==> src/msp_pkg.sv <==
// Shared types and fixed widths for the multichannel servo pulse generator.
// Used by msp_core and multichannel_servo_pwm_unit; no dependencies.
package msp_pkg;

  localparam int unsigned CHAN_W   = 4;   // channel field of a request
  localparam int unsigned ANGLE_W  = 8;   // stored compare byte
  localparam int unsigned COUNT_W  = 5;   // channel_count register
  localparam int unsigned PERIOD_W = 11;  // period counter
  localparam int unsigned PINS_W   = 16;  // visible output level word

  typedef enum logic {
    REQ_TICK      = 1'b0,
    REQ_SET_ANGLE = 1'b1
  } msp_req_t;

  typedef struct packed {
    msp_req_t             req_type;
    logic [CHAN_W-1:0]    channel;
    logic [ANGLE_W-1:0]   angle;
  } msp_item_t;

  typedef struct packed {
    logic [PINS_W-1:0] pin_levels;
    logic              write_accepted;
  } msp_result_t;

endpackage

==> src/multichannel_servo_pwm_unit.sv <==
// Top level of the multichannel servo pulse generator: input register,
// result register and the handshakes around msp_core. Depends on msp_pkg.
//
//   channel  direction  ports
//   input    in         in_valid, in_ready, in_req_type, in_channel, in_angle
//   result   out        out_valid, out_ready, out_pin_levels, out_write_accepted
//   config   in         cfg_we, cfg_wdata (channel_count)
//
// One beat per cycle sustained while the result is not stalled. An accepted
// beat waits in the input register; out_valid rises once the result register advances.
// The state update and all channel compares happen combinationally
// between the input register and the result register.
// Synchronous active-low reset clears counter, angles, levels and count.
// A stalled result holds the result register; the input register still takes
// one more beat, after which in_ready drops.
module multichannel_servo_pwm_unit import msp_pkg::*; #(
  parameter int unsigned MAX_CHANNELS = 16,
  parameter int unsigned PERIOD_LIMIT = 1250
) (
  input  logic               clk,
  input  logic               rst_n,
  input  logic               in_valid,
  output logic               in_ready,
  input  logic               in_req_type,
  input  logic [CHAN_W-1:0]  in_channel,
  input  logic [ANGLE_W-1:0] in_angle,
  output logic               out_valid,
  input  logic               out_ready,
  output logic [PINS_W-1:0]  out_pin_levels,
  output logic               out_write_accepted,
  input  logic               cfg_we,
  input  logic [COUNT_W-1:0] cfg_wdata
);

  logic        s1_valid_r;
  msp_item_t   s1_item_r;
  logic        out_valid_r;
  msp_result_t out_result_r;
  msp_result_t result;
  logic        advance;
  logic        step_en;

  assign advance  = !out_valid_r || out_ready;
  assign step_en  = s1_valid_r && advance;
  assign in_ready = !s1_valid_r || advance;

  always_ff @(posedge clk) begin
    if (!rst_n) begin
      s1_valid_r  <= 1'b0;
      out_valid_r <= 1'b0;
    end else begin
      if (in_ready) begin
        s1_valid_r <= in_valid;
      end
      if (advance) begin
        out_valid_r <= s1_valid_r;
      end
    end
  end

  always_ff @(posedge clk) begin
    if (in_valid && in_ready) begin
      s1_item_r.req_type <= msp_req_t'(in_req_type);
      s1_item_r.channel  <= in_channel;
      s1_item_r.angle    <= in_angle;
    end
    if (step_en) begin
      out_result_r <= result;
    end
  end

  msp_core #(
    .MAX_CHANNELS (MAX_CHANNELS),
    .PERIOD_LIMIT (PERIOD_LIMIT)
  ) u_core (
    .clk       (clk),
    .rst_n     (rst_n),
    .step_en   (step_en),
    .item      (s1_item_r),
    .cfg_we    (cfg_we),
    .cfg_wdata (cfg_wdata),
    .result    (result)
  );

  assign out_valid          = out_valid_r;
  assign out_pin_levels     = out_result_r.pin_levels;
  assign out_write_accepted = out_result_r.write_accepted;

endmodule

==> src/msp_core.sv <==
// Servo state and per-item update: period counter, angle store, output levels
// and the channel_count register. Depends on msp_pkg.
module msp_core import msp_pkg::*; #(
  parameter int unsigned MAX_CHANNELS = 16,
  parameter int unsigned PERIOD_LIMIT = 1250
) (
  input  logic               clk,
  input  logic               rst_n,
  input  logic               step_en,
  input  msp_item_t          item,
  input  logic               cfg_we,
  input  logic [COUNT_W-1:0] cfg_wdata,
  output msp_result_t        result
);

  localparam int unsigned N_W   = $clog2(MAX_CHANNELS + 1);
  localparam int unsigned CMP_W = (N_W > COUNT_W) ? N_W : COUNT_W + 1;
  localparam int unsigned PAD_W = (MAX_CHANNELS > PINS_W) ? MAX_CHANNELS : PINS_W;

  logic [COUNT_W-1:0]      count_r;
  logic [PERIOD_W-1:0]     period_r, period_nxt;
  logic [ANGLE_W-1:0]      angle_r [MAX_CHANNELS];
  logic [MAX_CHANNELS-1:0] levels_r, levels_nxt;

  logic [CMP_W-1:0]        n_eff, n_cfg;
  logic [MAX_CHANNELS-1:0] mask, mask_cfg;
  logic [PERIOD_W:0]       period_inc;
  logic                    wrap;
  logic                    accept;
  logic [PAD_W-1:0]        levels_pad;

  // Saturate a count to the number of built channels.
  function automatic logic [CMP_W-1:0] sat_count(input logic [COUNT_W-1:0] c);
    logic [CMP_W-1:0] ce;
    ce = CMP_W'(c);
    return (ce > CMP_W'(MAX_CHANNELS)) ? CMP_W'(MAX_CHANNELS) : ce;
  endfunction

  always_comb begin
    n_eff = sat_count(count_r);
    n_cfg = sat_count(cfg_wdata);
    for (int i = 0; i < MAX_CHANNELS; i++) begin
      mask[i]     = CMP_W'(i) < n_eff;
      mask_cfg[i] = CMP_W'(i) < n_cfg;
    end
  end

  always_comb begin
    period_inc = {1'b0, period_r} + (PERIOD_W + 1)'(1);
    wrap       = period_inc > (PERIOD_W + 1)'(PERIOD_LIMIT);
    period_nxt = period_r;
    levels_nxt = levels_r;
    accept     = 1'b0;
    if (item.req_type == REQ_TICK) begin
      period_nxt = wrap ? '0 : period_inc[PERIOD_W-1:0];
      // The rising edge at wrap is applied first, so an angle of zero cancels it.
      if (wrap) begin
        levels_nxt = levels_r | mask;
      end
      for (int i = 0; i < MAX_CHANNELS; i++) begin
        if (mask[i] && period_nxt == PERIOD_W'(angle_r[i])) begin
          levels_nxt[i] = 1'b0;
        end
      end
    end else begin
      accept = CMP_W'(item.channel) < n_eff;
    end
  end

  assign levels_pad            = PAD_W'(levels_nxt);
  assign result.pin_levels     = levels_pad[PINS_W-1:0];
  assign result.write_accepted = accept;

  always_ff @(posedge clk) begin
    if (!rst_n) begin
      count_r  <= '0;
      period_r <= '0;
      levels_r <= '0;
      for (int i = 0; i < MAX_CHANNELS; i++) begin
        angle_r[i] <= '0;
      end
    end else if (cfg_we) begin
      // Channels beyond the new count are forced low; their angles are kept.
      count_r  <= cfg_wdata;
      levels_r <= levels_r & mask_cfg;
    end else if (step_en) begin
      period_r <= period_nxt;
      levels_r <= levels_nxt;
      for (int i = 0; i < MAX_CHANNELS; i++) begin
        if (accept && CMP_W'(item.channel) == CMP_W'(i)) begin
          angle_r[i] <= item.angle;
        end
      end
    end
  end

  a_period_in_range: assert property (@(posedge clk) disable iff (!rst_n)
    period_r <= PERIOD_W'(PERIOD_LIMIT))
    else $error("period counter beyond its limit");

  a_disabled_low: assert property (@(posedge clk) disable iff (!rst_n)
    (levels_r & ~mask) == '0)
    else $error("disabled channel is driven high");

  a_wrap_to_zero: assert property (@(posedge clk) disable iff (!rst_n)
    step_en && !cfg_we && item.req_type == REQ_TICK
      && period_r == PERIOD_W'(PERIOD_LIMIT) |=> period_r == '0)
    else $error("period counter did not wrap");

  a_set_keeps_period: assert property (@(posedge clk) disable iff (!rst_n)
    step_en && !cfg_we && item.req_type == REQ_SET_ANGLE |=> $stable(period_r))
    else $error("set-angle beat moved the period counter");

endmodule
==> config.mk <==
export PLATFORM = sky130hd
export DESIGN_NAME = multichannel_servo_pwm_unit
export DESIGN_NICKNAME = d
export VERILOG_FILES = /design/src/msp_pkg.sv /design/src/multichannel_servo_pwm_unit.sv /design/src/msp_core.sv
export SDC_FILE = /design/constraint.sdc
export NUM_CORES = 1
export LEC_CHECK = 0
export ABC_AREA = 1
export BUFFER_PORTS_ARGS = -buffer_cell sky130_fd_sc_hd__buf_2
export CELL_PAD_IN_SITES_DETAIL_PLACEMENT = 1
export CELL_PAD_IN_SITES_GLOBAL_PLACEMENT = 1
export CORE_ASPECT_RATIO = 1.25
export CORE_UTILIZATION = 25
export CTS_BUF_LIST = sky130_fd_sc_hd__clkbuf_16
export CTS_CLUSTER_SIZE = 28
export DETAILED_ROUTE_END_ITERATION = 10
export PLACE_DENSITY_LB_ADDON = 0.1
export SLEW_MARGIN = 20
export SYNTH_ARGS = -nofsm -noshare
export SYNTH_HDL_FRONTEND = slang
export SYNTH_HIERARCHICAL = 1
export SYNTH_SLANG_ARGS = --single-unit
==> constraint.sdc <==
create_clock -name clk -period 3.95 [get_ports clk]
set_clock_uncertainty 0.1 [all_clocks]
set_input_delay 0.1975 -clock clk [delete_from_list [all_inputs] [get_ports clk]]
set_output_delay 0.1975 -clock clk [all_outputs]
set_load 0.03 [all_outputs]
==> qor.txt <==
status -> completed
diode count -> 0
Slew headroom -> 0.533
Tightest Pin Transition -> 700 ps
area of the multi-input gates -> 0.00392 sq mm
Ys Warns -> 6
# DRC -> 0
Reg2Reg Setup Slack -> 450 ps
Mapped Avg Cell Area -> 8.34 sq um
Die Span X -> 184 microns
hold slack -> 118 ps
crit path capture type -> flip-flop
Pins Over Slew Limit -> 0
Syn Nets -> 1271
CTS tree -> built
Clk network pwr share -> 0.368
largest fanout on the critical path -> 33
via/cell ratio -> 4.58
Worst setup endpoint -> out_pin_levels[12]
Post-synth top flop -> edfxtp_1
switch share -> 0.284
worst path arrival time -> 3620 ps
GRT Overall Usage -> 0.196
Netlist cell types -> 39
first-pass GRT wire length -> 58900 microns
setup TNS -> 0 ps
Syn Std Cell Area -> 0.0104 sq mm
clk_lat worst skew -> 470 ps
Static Leakage -> 5.22 nW
Post-Route WL -> 39500 microns
Crit Path Category -> flip-flop to flip-flop
Max Cap Violations -> 0
sw power -> 1.33 mW
final period utilization -> 0.886
global placer's final weighted congestion -> 0.806
Hold Vio Cnt, Final -> 0
Worst Setup SP -> u_core/period_r[0]
Congestion Overflow GR -> 0
Required @ worst endpoint -> 4080 ps
initial antenna violation count -> 0
combinational power share -> 0.127
Initial Util -> 0.253
Vias -> 8633
Hold Path Class -> input pin to flip-flop
Yosys reg bits -> 192
Synth top area share -> 0.458
core box area -> 0.0410 sq mm
# nets final -> 1346
RSZ-0062 raised after global routing -> no
sequential area share after synthesis -> 0.523
DP Wirelength -> 29000 microns
share of cells above drive strength 1 -> 0.119
EDFF count, synth -> 158
Finished Layout Cells -> 1883
Boundary Pins -> 42
Final setup viols -> 0
CP startpoint kind -> flip-flop
Int Pwr -> 3.34 mW
drt first pass iters -> 4
H-tree levels -> 4
worst r2r path cells -> 18
first-iteration detailed-routing DRC count -> 411
Die Y -> 230 microns
routed len/inst -> 21.0 microns
Pwr Density -> 385 mW/mm^2
largest buffer count on any clock path -> 2
hold depth -> 2
cell row count -> 83
Layout area overhead -> 16.9%
capturing point of the worst reg2reg path -> out_pin_levels[12]
total design power -> 4.67 mW
sequential cell area -> 0.00543 sq mm
Critical R2R Launch -> u_core/period_r[0]
final setup margin -> 452 ps
I/O Buffers -> 41
post-route ant nets -> 0
die area -> 0.0423 sq mm
max frequency -> 0.286 GHz
sequential share of power -> 0.506
pin count of the biggest net entering global routing -> 46
async set or reset register ratio after synthesis -> 0
top cells by area, synth -> edfxtp_1 46%, nand2_1 10%, inv_1 6.6%, dfxtp_1 6.6%, nor2_1 6.3%
vias in the first global route -> 8933
CTS Sinks -> 192
placed cells -> 1830
setup repair bufs after CTS -> 0
clock root cell -> clkbuf_16
worst ir drop on vdd -> 0.308 mV
Synth Instances -> 1243
Num CTS Buffers -> 17
Final min period -> 3500 ps
pre-CTS worst setup slack -> 335 ps
Layout fillers -> 4850
leading area contributor after synthesis -> edfxtp_1
Clock Pin Slew Worst Setup and Hold Paths -> 80 ps
[flip-flops by register name, summed over array words and instances, names as in the netlist]
signal / flops
u_core/count_r: 5
s1_valid_r: 1
s1_item_r: 13
out_valid: 1
u_core/period_r: 11
u_core/angle_r: 128
out_pin_levels: 16
u_core/levels_r: 16
out_write_accepted: 1
[layout make-up]
cell class	instances	area share
Clock buffer	17	0.0351
Timing Repair Buffer	110	0.0684
Clock inverter	15	0.0103
Sequential cell	192	0.448
Inverter	187	0.0579
Multi-Input combinational cell	810	0.324
Tap cell	552	0.0570
[Yosys cell counts, types with 2 or more instances]
cell type and instances:
a21oi_1 57, a31oi_1 18, buf_1 3, buf_2 8, buf_4 8, buf_6 9
clkbuf_1 25, dfxtp_1 34, edfxtp_1 158, ha_1 5, inv_1 182, inv_2 4
nand2_1 290, nand2_2 7, nand3_1 44, nand3_2 7, nand3_4 4, nand4_1 61
nor2_1 174, nor2_2 8, nor3_1 8, o211ai_1 3, o21ai_0 61, o21ai_1 13
o311ai_0 2, or2_2 5, xnor2_1 15, xor2_1 19
[worst min path at each step]
stage,start,endpoint,slack (ps)
final,cfg_we,u_core/count_r[3],120
after CTS,cfg_we,u_core/count_r[4],80
after floorplan,in_angle[0],s1_item_r[0],200
after global routing,cfg_we,u_core/count_r[0],130
after global placement,in_angle[5],s1_item_r[5],270
after detailed placement,in_angle[6],s1_item_r[6],280
[kinds of logic after synthesis]
family,Yosys count,synth area share
and+or+nand+nor,611,0.258
buffers and inverters,241,0.0992
AOI/OAI and AO/OA,159,0.0819
xor gates and xnor gates,35,0.0314
adders and majority gates,5,0.00603
DFF,192,0.523
[layer usage]
layer  share of wire  routed length (microns)  vias to the layer above  GRT usage
met5               0                        0                        -          0
met1            0.43                    16900                     4281      0.235
met3           0.027                     1060                       37     0.0260
met4           0.021                      824                        0     0.0669
met2            0.52                    20700                      114      0.356
li1                -                        -                     4201          -
[through the flow]
stage               utilization  area [sq um]
floorplan                     -         10400
global placement          0.277         11400
detailed placement        0.277         11400
CTS                       0.295         12100
global route              0.296         12100
finish                    0.296         12100
[placed cells by master (no fill, tap or decap), types with 7 or more instances in the layout]
| master | n |
|---|---|
| dlygate4sd3_1 | 21 |
| inv_1 | 186 |
| nand3_1 | 43 |
| xnor2_1 | 15 |
| clkbuf_16 | 17 |
| a31oi_1 | 18 |
| nor2_1 | 174 |
| nand2_2 | 7 |
| buf_4 | 43 |
| nor2_2 | 8 |
| buf_2 | 41 |
| nand4_1 | 61 |
| xor2_1 | 19 |
| o21ai_1 | 13 |
| a21oi_1 | 56 |
| o21ai_0 | 61 |
| nand2_1 | 290 |
| nor3_1 | 8 |
| edfxtp_1 | 158 |
| dfxtp_1 | 34 |
| nand3_2 | 8 |
[critical path, cell delays in order, from the launching register on]
cell,delay (ps)
dfxtp_1,440
ha_1,230
nand3_1,190
nor2_1,210
nand2_1,80
nand2_1,90
nor2_1,60
nand3_1,80
nand2_1,70
nand2_2,270
buf_6,330
nand3_4,160
buf_4,210
nand2_1,60
nand3_1,80
nor3_1,310
nand2_1,120
nand2_1,100
inv_1,40
[what timing repair did]
| item | CTS | global route |
|---|---|---|
| endpoints found under the hold margin | 20 | 0 |
| endpoints found under the setup margin | 0 | 1 |
| hold buffers | 21 | 0 |
| resized for setup | 0 | 1 |
[power groups by stage]
stage | Clock, mW | Combinational [mW] | Sequential, mW
2_1_floorplan | 0 | 0.339 | 2.40
3_3_place_gp | 0 | 0.586 | 2.40
3_5_place_dp | 0 | 0.589 | 2.41
4_1_cts | 1.77 | 0.607 | 2.36
5_1_grt | 1.84 | 0.660 | 2.37
6_report | 1.72 | 0.591 | 2.36
Power figures use the tool's default switching activity.
